`config.mk`:
```
export PLATFORM = sky130hd
export DESIGN_NAME = teletype_io_interface
export DESIGN_NICKNAME = d
export VERILOG_FILES = /design/src/rtl/core/ttio_pkg.sv /design/src/rtl/core/teletype_io_interface.sv
export SDC_FILE = /design/constraint.sdc
export NUM_CORES = 1
export LEC_CHECK = 0
export BUFFER_PORTS_ARGS = -buffer_cell sky130_fd_sc_hd__buf_2
export CORE_AREA = 2 2 83 101
export DETAILED_ROUTE_END_ITERATION = 8
export DIE_AREA = 0 0 85 103
export HOLD_SLACK_MARGIN = 0.02
export PLACE_DENSITY = 0.74
export SLEW_MARGIN = 40
export SYNTH_ARGS = -nofsm -noshare
export SYNTH_HDL_FRONTEND = slang
export SYNTH_SLANG_ARGS = --single-unit
```
`constraint.sdc`:
```
create_clock -name clk -period 2.4 [get_ports clk]
set_input_delay 0.24 -clock clk [delete_from_list [all_inputs] [get_ports clk]]
set_output_delay 0.24 -clock clk [all_outputs]
set_load 0.02 [all_outputs]
```
`src/rtl/core/ttio_pkg.sv`:
```
// ----------------------------------------------------------------------------
// ttio_pkg
// Shared types and codes for the teletype I/O interface: operation codes,
// function code groups, timer request codes and the activity state.
// ----------------------------------------------------------------------------
package ttio_pkg;

  // Operation codes carried by the input item.
  localparam logic [3:0] OP_INA         = 4'd0;
  localparam logic [3:0] OP_OCP         = 4'd1;
  localparam logic [3:0] OP_SKS         = 4'd2;
  localparam logic [3:0] OP_OTA         = 4'd3;
  localparam logic [3:0] OP_SMK         = 4'd4;
  localparam logic [3:0] OP_DUMMY_DONE  = 4'd5;
  localparam logic [3:0] OP_OUTPUT_DONE = 4'd6;
  localparam logic [3:0] OP_INPUT_DONE  = 4'd7;
  localparam logic [3:0] OP_CLEAR       = 4'd8;

  // Full function codes recognized by the input instruction.
  localparam logic [8:0] FC_INA_WORD = 9'o004;
  localparam logic [8:0] FC_INA_SIX  = 9'o204;

  // Function code groups, taken from the top three bits of the code.
  localparam logic [2:0] FG_0 = 3'o0;
  localparam logic [2:0] FG_1 = 3'o1;
  localparam logic [2:0] FG_2 = 3'o2;
  localparam logic [2:0] FG_4 = 3'o4;
  localparam logic [2:0] FG_5 = 3'o5;

  // Timer start requests.
  localparam logic [1:0] TMR_NONE   = 2'd0;
  localparam logic [1:0] TMR_INPUT  = 2'd1;
  localparam logic [1:0] TMR_OUTPUT = 2'd2;
  localparam logic [1:0] TMR_DUMMY  = 2'd3;

  // Character that stops the reader, compared on seven bits.
  localparam logic [6:0] STOP_CHAR = 7'o023;

  // Bit of the mask word that enables this device's interrupt.
  localparam int unsigned MASK_BIT_POS = 5;

  // What the interface is currently timing.
  typedef enum logic [3:0] {
    ACT_NONE   = 4'b0001,
    ACT_INPUT  = 4'b0010,
    ACT_OUTPUT = 4'b0100,
    ACT_DUMMY  = 4'b1000
  } activity_t;

endpackage

```
`src/rtl/core/teletype_io_interface.sv`:
```
// ----------------------------------------------------------------------------
// teletype_io_interface
// Teletype I/O interface: executes I/O instructions and completion events
// against the data buffer, flags, activity state, mask bit and interrupt line.
// ----------------------------------------------------------------------------
// The block takes one item (an instruction or a timer completion event) in
// every clock cycle while the out_ channel does not stall and returns exactly
// one result item for each. An item is held in an input register, then the
// device state and the result register are updated together, so a result
// reaches the out_ channel through the input and result registers. The rate
// is set by the single state-update stage: each item reads the state that the
// item before it left, which the stage has written by the next edge. A stall
// on the out_ channel holds the result register and then the input register.
// ----------------------------------------------------------------------------
module teletype_io_interface (
  input  logic        clk,
  input  logic        rst_n,
  input  logic        in_valid,
  output logic        in_ready,
  input  logic [3:0]  in_operation,
  input  logic [8:0]  in_function_code,
  input  logic [15:0] in_data_in,
  input  logic        in_char_valid,
  input  logic [7:0]  in_char_in,
  input  logic [15:0] in_mask_word,
  output logic        out_valid,
  input  logic        out_ready,
  output logic        out_status_flag,
  output logic [15:0] out_data_out,
  output logic        out_irq_level,
  output logic [1:0]  out_start_timer,
  output logic        out_print_valid,
  output logic [7:0]  out_print_char,
  output logic        out_bad_function
);

  // Input register.
  logic        in_valid_r;
  logic [3:0]  op_r;
  logic [8:0]  fc_r;
  logic [15:0] din_r;
  logic        cvalid_r;
  logic [7:0]  cin_r;
  logic [15:0] mword_r;

  // Device state.
  logic [15:0]          buffer_r, buffer_nxt;
  logic                 ready_r, ready_nxt;
  logic                 in_wait_r, in_wait_nxt;
  logic                 omode_r, omode_nxt;
  logic                 out_wait_r, out_wait_nxt;
  ttio_pkg::activity_t  act_r, act_nxt;
  logic                 mask_r, mask_nxt;
  logic                 irq_r, irq_nxt;

  // Result register.
  logic        out_valid_r;
  logic        status_r, status_nxt;
  logic [15:0] dout_r, dout_nxt;
  logic [1:0]  timer_r, timer_nxt;
  logic        pvalid_r, pvalid_nxt;
  logic [7:0]  pchar_r, pchar_nxt;
  logic        bad_r, bad_nxt;

  logic        advance;
  logic [2:0]  fgrp;
  logic [15:0] ota_word;

  // The state stage moves when the result register is free or being emptied.
  assign advance  = !out_valid_r || out_ready;
  assign in_ready = !in_valid_r || advance;

  assign fgrp = fc_r[8:6];

  // Output word with bit 6 replaced by the inverse of bit 5 and the upper byte cleared.
  assign ota_word = {8'h00, din_r[7], ~din_r[5], din_r[5:0]};

  // Input register load.
  always_ff @(posedge clk) begin
    if (!rst_n) begin
      in_valid_r <= 1'b0;
    end else if (in_ready) begin
      in_valid_r <= in_valid;
    end
  end

  always_ff @(posedge clk) begin
    if (in_valid && in_ready) begin
      op_r     <= in_operation;
      fc_r     <= in_function_code;
      din_r    <= in_data_in;
      cvalid_r <= in_char_valid;
      cin_r    <= in_char_in;
      mword_r  <= in_mask_word;
    end
  end

  // Instruction and event execution.
  always_comb begin
    buffer_nxt   = buffer_r;
    ready_nxt    = ready_r;
    in_wait_nxt  = in_wait_r;
    omode_nxt    = omode_r;
    out_wait_nxt = out_wait_r;
    act_nxt      = act_r;
    mask_nxt     = mask_r;
    irq_nxt      = irq_r;
    status_nxt   = 1'b0;
    dout_nxt     = '0;
    timer_nxt    = ttio_pkg::TMR_NONE;
    pvalid_nxt   = 1'b0;
    pchar_nxt    = '0;
    bad_nxt      = 1'b0;

    unique case (op_r)
      ttio_pkg::OP_INA: begin
        status_nxt = ready_r;
        if (ready_r) begin
          if (fc_r == ttio_pkg::FC_INA_WORD) begin
            dout_nxt = buffer_r;
          end else if (fc_r == ttio_pkg::FC_INA_SIX) begin
            dout_nxt = {10'd0, buffer_r[5:0]};
          end else begin
            bad_nxt = 1'b1;
          end
          in_wait_nxt = 1'b0;
          ready_nxt   = 1'b0;
          irq_nxt     = 1'b0;
        end else if (!in_wait_r && cvalid_r) begin
          buffer_nxt  = {8'h00, cin_r};
          act_nxt     = ttio_pkg::ACT_INPUT;
          in_wait_nxt = 1'b1;
          timer_nxt   = ttio_pkg::TMR_INPUT;
        end
      end
      ttio_pkg::OP_OCP: begin
        if (fgrp == ttio_pkg::FG_0) begin
          omode_nxt = 1'b0;
          act_nxt   = ttio_pkg::ACT_NONE;
          ready_nxt = 1'b0;
          irq_nxt   = 1'b0;
        end else if (fgrp == ttio_pkg::FG_1) begin
          omode_nxt = 1'b1;
          act_nxt   = ttio_pkg::ACT_DUMMY;
          ready_nxt = 1'b1;
          irq_nxt   = irq_r | mask_r;
          timer_nxt = ttio_pkg::TMR_DUMMY;
        end else begin
          bad_nxt = 1'b1;
        end
      end
      ttio_pkg::OP_SKS: begin
        unique case (fgrp)
          ttio_pkg::FG_0: status_nxt = ready_r;
          ttio_pkg::FG_1: status_nxt = (act_r == ttio_pkg::ACT_NONE);
          ttio_pkg::FG_4: status_nxt = !(ready_r && mask_r);
          ttio_pkg::FG_5: status_nxt = !omode_r && ready_r &&
                                       (buffer_r[6:0] == ttio_pkg::STOP_CHAR);
          default:        bad_nxt    = 1'b1;
        endcase
      end
      ttio_pkg::OP_OTA: begin
        status_nxt = ready_r;
        if (ready_r) begin
          if (fgrp == ttio_pkg::FG_0) begin
            buffer_nxt = din_r;
          end else if (fgrp == ttio_pkg::FG_2) begin
            buffer_nxt = ota_word;
          end else begin
            bad_nxt = 1'b1;
          end
          ready_nxt = 1'b0;
          irq_nxt   = 1'b0;
          if (act_r == ttio_pkg::ACT_DUMMY) begin
            out_wait_nxt = 1'b1;
          end else begin
            act_nxt   = ttio_pkg::ACT_OUTPUT;
            timer_nxt = ttio_pkg::TMR_OUTPUT;
          end
        end
      end
      ttio_pkg::OP_SMK: begin
        mask_nxt = mword_r[ttio_pkg::MASK_BIT_POS];
        irq_nxt  = ready_r && mword_r[ttio_pkg::MASK_BIT_POS];
      end
      ttio_pkg::OP_DUMMY_DONE: begin
        if (act_r == ttio_pkg::ACT_DUMMY) begin
          if (out_wait_r) begin
            act_nxt      = ttio_pkg::ACT_OUTPUT;
            timer_nxt    = ttio_pkg::TMR_OUTPUT;
            out_wait_nxt = 1'b0;
          end else begin
            act_nxt = ttio_pkg::ACT_NONE;
          end
        end
      end
      ttio_pkg::OP_OUTPUT_DONE: begin
        if (act_r == ttio_pkg::ACT_OUTPUT) begin
          act_nxt    = ttio_pkg::ACT_NONE;
          ready_nxt  = 1'b1;
          irq_nxt    = irq_r | mask_r;
          pvalid_nxt = 1'b1;
          pchar_nxt  = buffer_r[7:0];
        end
      end
      ttio_pkg::OP_INPUT_DONE: begin
        if (act_r == ttio_pkg::ACT_INPUT) begin
          act_nxt     = ttio_pkg::ACT_NONE;
          in_wait_nxt = 1'b0;
          ready_nxt   = 1'b1;
          irq_nxt     = irq_r | mask_r;
        end
      end
      ttio_pkg::OP_CLEAR: begin
        buffer_nxt   = '0;
        ready_nxt    = 1'b0;
        in_wait_nxt  = 1'b0;
        omode_nxt    = 1'b0;
        out_wait_nxt = 1'b0;
        act_nxt      = ttio_pkg::ACT_NONE;
        mask_nxt     = 1'b0;
        irq_nxt      = 1'b0;
      end
      default: begin
        bad_nxt = 1'b1;
      end
    endcase
  end

  // State and result valid update.
  always_ff @(posedge clk) begin
    if (!rst_n) begin
      buffer_r    <= '0;
      ready_r     <= 1'b0;
      in_wait_r   <= 1'b0;
      omode_r     <= 1'b0;
      out_wait_r  <= 1'b0;
      act_r       <= ttio_pkg::ACT_NONE;
      mask_r      <= 1'b0;
      irq_r       <= 1'b0;
      out_valid_r <= 1'b0;
    end else if (advance) begin
      out_valid_r <= in_valid_r;
      if (in_valid_r) begin
        buffer_r   <= buffer_nxt;
        ready_r    <= ready_nxt;
        in_wait_r  <= in_wait_nxt;
        omode_r    <= omode_nxt;
        out_wait_r <= out_wait_nxt;
        act_r      <= act_nxt;
        mask_r     <= mask_nxt;
        irq_r      <= irq_nxt;
      end
    end
  end

  // Result payload register.
  always_ff @(posedge clk) begin
    if (advance && in_valid_r) begin
      status_r <= status_nxt;
      dout_r   <= dout_nxt;
      timer_r  <= timer_nxt;
      pvalid_r <= pvalid_nxt;
      pchar_r  <= pchar_nxt;
      bad_r    <= bad_nxt;
    end
  end

  // The interrupt level shown is the line after this item's step.
  logic irq_out_r;
  always_ff @(posedge clk) begin
    if (advance && in_valid_r) begin
      irq_out_r <= irq_nxt;
    end
  end

  assign out_valid        = out_valid_r;
  assign out_status_flag  = status_r;
  assign out_data_out     = dout_r;
  assign out_irq_level    = irq_out_r;
  assign out_start_timer  = timer_r;
  assign out_print_valid  = pvalid_r;
  assign out_print_char   = pchar_r;
  assign out_bad_function = bad_r;

endmodule

```
== Word level (Yosys, flattened, before mapping) ==
Cells that the tools add are included.
Storage, ports and cells
  bits in writable memories: 0
  register bits after elaboration: 102
  latch bits: 0
  word-level logic and storage cells: 154
  input port bits: 58
  memories: 0
  output and inout bits: 32
  memory bits (read-only): 0
Cells by class
  shift-type cells: 0
  add/sub/neg operators: 0
  div/mod/pow operators: 0
  mux-type cells: 62
  equality and inequality tests: 30
  reductions and logical operators: 37
  multipliers: 0
  order comparisons: 0
  bitwise operators: 2
Operators with widths (number)
  $mux W16: 6
  $pmux W16 S3: 1
  $mux W4: 9
  $pmux W4 S7: 1
  $mux W1: 27
  $eq A4 B3 Y1 const B: 5
  $ne A2 B2 Y1 const B: 8
  $eq A4 B2 Y1 const B: 3
  $mux W2: 6
  $reduce_and A6 Y1: 2
  $reduce_and A11 Y1: 1
  $eq A9 B3 Y1 const B: 1
  $eq A9 B8 Y1 const B: 1
  $ne A3 B3 Y1 const B: 3
  $reduce_bool A3 Y1: 3
  $eq A4 B1 Y1 const B: 2
  $eq A4 B4 Y1 const B: 2
  $pmux W1 S4: 2
  $pmux W2 S4: 1
  $eq A7 B5 Y1 const B: 1
  $logic_and A1 B1 Y1: 7
  $reduce_and A7 Y1: 1
  $reduce_bool A7 Y1: 1
  $eq A3 B3 Y1 const B: 2
  other kinds (24): 35

== Logic depth before layout (Yosys ltp) ==
Gate-level depths: netlist of run 1.
  depth after elaboration: 5
  depth in mapped cells: 7
  gate-level depth less buffers: 6

== Worst setup path before layout of run 1 ==
No wires, ideal clock.
  path kind: register to register
  start point: register out_valid_r, in the netlist out_valid
  end point: register cin_r[0], enable pin
  path slack: 0.282 ns
  period minus slack after synthesis: 2.118 ns
  path buffers: 0
  cell stages (with the launch flop): 4
  data arrival time: 1.718 ns
  setup time: 0.400 ns
  cells stage by stage: dfxtp_1 > nor2b_1 > nand2_1 > and2_1
Between the ends
  word-level cells in the longest chain between the ends: 4
RTL lines
  start, declared: line teletype_io_interface.sv:57  | logic out_valid_r;
  start signal, assigned: line teletype_io_interface.sv:243  | out_valid_r <= in_valid_r;
  $logic_not A1 Y1: line teletype_io_interface.sv:70  | assign advance = !out_valid_r || out_ready;
  $logic_or A1 B1 Y1: line teletype_io_interface.sv:70
  $logic_or A1 B1 Y1: line teletype_io_interface.sv:71  | assign in_ready = !in_valid_r || advance;
  via in_ready: line teletype_io_interface.sv:19  | output logic in_ready,
  $logic_and A1 B1 Y1: line teletype_io_interface.sv:88  | if (in_valid && in_ready) begin
  end signal, assigned: line teletype_io_interface.sv:93  | cin_r <= in_char_in;
  end, declared: line teletype_io_interface.sv:43  | logic [7:0] cin_r;
The timed path passes the listed nets, and every way through them passes these cells.
A chain may end at the register's enable or synchronous reset.

== Worst setup path in the final report of run 1 ==
  start point: register op_r[0]
  end point: register act_r[0]
Between the ends
  word-level cells in the longest chain between the ends: 3
  elaborated cells between the ends (all ways): 18
  classes of those cells: 14 x eq/ne; 1 x mux; 3 x reduce/logical
RTL lines
  start, declared: line teletype_io_interface.sv:39  | logic [3:0] op_r;
  start signal, assigned: line teletype_io_interface.sv:89  | op_r <= in_operation;
  $eq A4 B3 Y1, or another cell as far along: line teletype_io_interface.sv:115  | unique case (op_r)
  $reduce_bool A7 Y1 (no source line), or another cell as far along
  $reduce_and A11 Y1 (no source line)
  end signal, assigned: line teletype_io_interface.sv:238  | act_r <= ttio_pkg::ACT_NONE;
  end signal, assigned: line teletype_io_interface.sv:250  | act_r <= act_nxt;
  end, declared: line teletype_io_interface.sv:52  | ttio_pkg::activity_t act_r, act_nxt;
Parallel ways exist; a longest one is shown, timed or not.

==> reports/results.ini, run 1 <==
[critical_path]
slowest_delay_ns=0.64
critPathLaunch=op_r[0]
r2r-start=op_r[0]
reg2reg_slack_ns=0.31
reg2reg_to=act_r[0]
crit_required_ns=2.65
slowest_stage=or4bb_1
reg2reg_depth=5
worstSetupEndpointType=flop
crit_chain=or4bb_1 -> o2bb2ai_2 -> nor4_4 -> nand2_2 -> mux2_4
crit_fanout=10
crit_path_start_kind=flop
critPathKind=flop to flop
crit_path_end=act_r[0]
crit_arrival_ns=2.34

[routing]
dr.first_iter.drc_count=297
drc=0
postRouteAntennaNets=0
wl_per_cell_um=15.40
wl_mm=8.087
vias=2947
vias_per_cell=5.613
first_pass_iters=4

[sta]
fin_tns_setup_ns=0
worst_slew_pin_slew_ns=0.5756
rsz0062_at_grt=false
finalClockSkew_ns=0.01514
fmaxAchievable_mhz=478.1
setup_viol=0
period_minus_slack_ns=2.091
worst_slack_ns=0.3086
drv_slew=0
final-hold-violation-count=0
slew_headroom_pct=61.22
holdWs_ns=0.04835
final.period_utilization_pct=87.14

[yosys]
synthMuxAreaShare_pct=0.8550
synth_compound_area_share_pct=11.97
syn_inst=338
ys.warnings.count=0
ys.flop_type=edfxtp_1
yosysSeqAreaShare_pct=64.24
syn_avg_cell_area_um2=12.12
synth_top_family_by_area=simple AND/OR/NAND/NOR gates
synth_edf_count=69
synth_seq_cells=97
syn_area_um2=4098
synthXorXnorAreaFrac_pct=0
async_flop_share_pct=0
synthAdderAreaFrac_pct=0
synth_cell_types=55
syn_nets=396
synth_simple_gate_area_share_pct=20.79

[cells_and_area]
fillCellCount=636
mostFrequentLayoutCell=buf_2
final_cell_mix=74 x buf_2, 69 x edfxtp_1, 28 x and2_1, 28 x dfxtp_1, 27 x nor2_1
fin_util_pct=61.83
fin_nets=483
syn_to_final_growth_pct=18.93
n_antenna_cell=0
drive_above_1_share_pct=27.21

[global_route]
antenna_found_initial=0
grt_pass1_wl_mm=12.98
grt_start_max_net_pins=33
grt_pass1_vias=2652
grt_usage_pct=18.99
grt_overflow=0

[cts]
post_cts_resize_count=0
cts.sink_count=97
cts-root-buf=clkbuf_8
postCtsSetupRepairBufs=0
tritoncts=built
numCtsBuffers=9
cts_max_level=3
clk_latency_ns=0.36
clockBufferDepth=2
clk_pin_slew_worst_paths_ns=0.10
hold_buffers=0

[floorplan]
coreArea_um2=7883
start_util_pct=51.98
io_pins=90
dieWidth_um=85
dieArea_um2=8755
dieHeight_um=103
num_rows=36

[placement]
gp_congestion=0.9224
dp_hpwl_mm=5.902
portBuffers=74
preCtsSetupSlack_ns=0.3392

[hold_path]
hold_depth=1
hold_class=input pin to flop

[flow_run]
cap_violations=0

[pwr]
irDropWorstVdd_uv=409.5
power_density_nw_per_um2=638.4
fin_total_pwr_w=0.003111
power.leakage_nw=1.836

[run_status]
status=completed

[logic make-up (layout without fill, tap and decap cells)]
family,Yosys count,after routing
buf+inv,22,114
mux,3,3
compound gates,74,74
flops,97,97
simple gates,142,142
[cell usage after synthesis, types with 6 or more instances]
cell / count / area, um2
a211oi_1: 10 / 75.07
a21oi_1: 22 / 110.1
a22oi_1: 8 / 60.06
and2_1: 28 / 175.2
clkbuf_1: 12 / 45.04
dfxtp_1: 28 / 560.5
edfxtp_1: 69 / 2072
nand2_1: 16 / 60.06
nand2b_1: 12 / 75.07
nand3_1: 12 / 60.06
nor2_1: 27 / 101.4
nor3_1: 6 / 30.03
o21ai_0: 10 / 50.05
[state kept, by name, indices dropped and copies added (netlist names), 2 cells and up]
name and cells:
fc_r 9, act_r 4, out_data_out 16, cin_r 8
out_start_timer 2, buffer_r 16, op_r 4, out_print_char 8
din_r 16
[per-layer routing]
metal	vias to the layer above	part of all wire [%]	GRT usage [%]
met2	128	47	28.73
met5	-	0	0
met3	11	7.0	3.603
met4	0	1.7	8.181
li1	1444	-	-
met1	1364	44	27.01
[per-stage QoR]
| step | std cells | instance area [um2] |
|---|---|---|
| 6_report | 525 | 4873 |
| 5_1_grt | 525 | 4873 |
| 3_5_place_dp | 509 | 4695 |
| 2_1_floorplan | 338 | 4098 |
| 3_3_place_gp | 509 | 4695 |
| 4_1_cts | 525 | 4873 |
[power breakdown]
part	total (W)	internal (W)	switching, W	leakage (nW)
Sequential	0.00189	0.00186	0.0000342	0.904
Clock	0.000968	0.000394	0.000574	0.0867
Combinational	0.000250	0.0000984	0.000152	0.845
Total	0.00311	0.00235	0.000761	1.84
[how the worst min path moves through the flow]
stage | startpoint | endpoint | slack, ns
6_report | in_char_in[7] | cin_r[7] | 0.05
3_3_place_gp | in_function_code[0] | fc_r[0] | 0.42
4_1_cts | in_char_in[7] | cin_r[7] | 0.04
3_5_place_dp | in_char_in[7] | cin_r[7] | 0.42
2_1_floorplan | in_char_in[0] | cin_r[0] | 0.34
5_1_grt | in_data_in[8] | din_r[8] | 0.02
[area by class of cell]
| cell class | count | area, um2 | area share, % |
|---|---|---|---|
| Clock buffer | 10 | 127.6 | 2.619 |
| Clock inverter | 6 | 51.30 | 1.053 |
| Inverter | 5 | 18.77 | 0.3851 |
| Multi-Input combinational cell | 219 | 1386 | 28.45 |
| Sequential cell | 97 | 2633 | 54.02 |
| Tap cell | 95 | 118.9 | 2.439 |
| Timing Repair Buffer | 93 | 538.0 | 11.04 |
[critical path, delay by kind of cell (launching register included)]
family / cells / cell delay (ns)
muxes: 1 / 0.30
AOI/OAI and AO/OA: 1 / 0.26
and+or+nand+nor: 3 / 0.87
DFF: 1 / 0.55
No activity file was read; power rests on OpenSTA's default activity.
==> inputs of run 2 (changes only) <==
==> constraint.sdc (replaced) <==
create_clock -name clk -period 2.1 [get_ports clk]
set_input_delay 0.21 -clock clk [delete_from_list [all_inputs] [get_ports clk]]
set_output_delay 0.21 -clock clk [all_outputs]
set_load 0.02 [all_outputs]
==> run 2 against run 1 <==
Effect of this change:
- count of clock-buffer cells in the layout shrank 1
- final cell count grew 9.1%
- utilization grew 6.2 points
- routed wire length grew 16%
- sequential power grew 14%
- design area grew 10%
- fmax grew 5.0%
- hold slack lost 0.0091 ns
- die area is the same
- sequential share of layout area shrank 4.9 points
- clock power grew 17%
- via count grew 6.7%
- critical endpoint unchanged
- largest cell class unchanged
- largest power group unchanged
==> reports/results.ini, run 2 (synthesis results as in run 1) <==
[run_status]
status=completed

[critical_path]
crit_arrival_ns=2.25
crit_path_start_kind=flop
critPathKind=flop to flop
reg2reg_depth=7
reg2reg_slack_ns=0.11
crit_fanout=10
crit_required_ns=2.36
r2r-start=op_r[2]
reg2reg_to=act_r[0]
worstSetupEndpointType=flop

[placement]
dp.cells=519
gp_congestion=0.8835
portBuffers=74
preCtsSetupSlack_ns=0.06095
dp_hpwl_mm=5.961

[hold_path]
hold_end=fc_r[6]
hold_class=input pin to flop
hp-start=in_function_code[6]
hold_depth=1

[global_route]
grt_pass1_vias=3012
grt_usage_pct=22.25
grt_pass1_wl_mm=14.89
antenna_found_initial=0
grt_overflow=0
grt_start_max_net_pins=33

[sta]
worst_slew_pin_slew_ns=0.5401
fin_tns_setup_ns=0
final-hold-violation-count=0
rsz0062_at_grt=false
final.period_utilization_pct=94.89
slew_headroom_pct=63.61
setup_viol=0
fmaxAchievable_mhz=501.9
worst_slack_ns=0.1074
drv_slew=0
finalClockSkew_ns=0.01140
period_minus_slack_ns=1.993

[cts]
cts.sink_count=97
cts-root-buf=clkbuf_8
cts_max_level=3
numCtsBuffers=9
clk_latency_ns=0.36
postCtsSetupRepairBufs=0
tritoncts=built
clk_pin_slew_worst_paths_ns=0.09
clockBufferDepth=2

[floorplan]
dieArea_um2=8755
dieWidth_um=85
io_pins=90
dieHeight_um=103
coreArea_um2=7883
num_rows=36
start_util_pct=51.98

[cells_and_area]
drive_above_1_share_pct=27.41
mostFrequentLayoutCell=buf_2
syn_to_final_growth_pct=30.87
fin_nets=531
layout.cells.non_filler=573
final_cell_mix=74 x buf_2, 69 x edfxtp_1, 38 x dlygate4sd3_1, 28 x dfxtp_1
n_antenna_cell=0
fin_util_pct=68.03

[pwr]
p_sw_w=0.0009165
internal_power_w=0.002747
p_clk_share_pct=31.0
irDropWorstVdd_uv=516.2
pwr-share-seq_pct=59.0
fin_total_pwr_w=0.003664
swShare_pct=25.02
power_density_nw_per_um2=683.2
power.leakage_nw=2.058
combPwrFrac_pct=10.0

[routing]
vias_per_cell=5.485
wl_mm=9.350
vias=3143
wl_per_cell_um=16.32
drc=0
first_pass_iters=4
dr.first_iter.drc_count=258
postRouteAntennaNets=0

[flow_run]
cap_violations=0

-- run 2: final cells by class --
class / instances / area [um2]
inverter: 5 / 18.77
tap: 95 / 118.9
clock buffer: 9 / 123.9
multi-input combinational: 219 / 1403
fill: 561 / 2520
clock inverter: 7 / 60.06
sequential: 97 / 2633
timing repair buffer: 141 / 1006
-- run 2: how the worst max path moves through the flow --
stage	start	end	slack [ns]	depth (start not counted)
2_1_floorplan	out_valid	ready_r	0.05	6
3_3_place_gp	op_r[2]	out_data_out[12]	0.09	5
3_5_place_dp	op_r[2]	out_data_out[8]	0.06	5
4_1_cts	op_r[2]	out_data_out[8]	0.02	5
5_1_grt	op_r[2]	act_r[1]	0.01	8
6_report	op_r[2]	act_r[0]	0.11	7
-- run 2: worst max-delay path: stages, from the launching register on --
cell,delay [ns]
edfxtp_1,0.47
buf_4,0.19
buf_4,0.17
nor4b_2,0.30
nor2b_1,0.29
nor3_2,0.09
nand2_2,0.09
mux2_4,0.29
-- run 2: per-layer routing --
layer  GRT usage [%]  vias up  part of all wire [%]
met5               0        -                     0
met4           9.280        0                   1.4
met3           3.843       13                   5.4
met2           36.00      125                    49
met1           29.95     1466                    44
li1                -     1539                     -
-- run 2: metrics by stage --
| stage | hold WS [ns] | area, um2 |
|---|---|---|
| floorplan | 0.3089 | 4099 |
| global placement | 0.3868 | 4783 |
| detailed placement | 0.3881 | 4783 |
| CTS | 0.02095 | 5348 |
| global route | 0.02301 | 5363 |
| finish | 0.03928 | 5363 |
-- run 2: power groups by stage --
stage / Sequential [W] / Combinational [W] / Clock (W)
after floorplan: 0.00222 / 0.000143 / 0
final: 0.00216 / 0.000366 / 0.00113
after global placement: 0.00220 / 0.000298 / 0
after global routing: 0.00217 / 0.000397 / 0.00124
after detailed placement: 0.00221 / 0.000302 / 0
after CTS: 0.00216 / 0.000356 / 0.00116
-- run 2: repair_timing --
| action | CTS | global route |
|---|---|---|
| resized for setup | 0 | 3 |
| setup endpoints to repair | 0 | 27 |
| hold buffers | 38 | 0 |
| endpoints found under the hold margin | 38 | 0 |
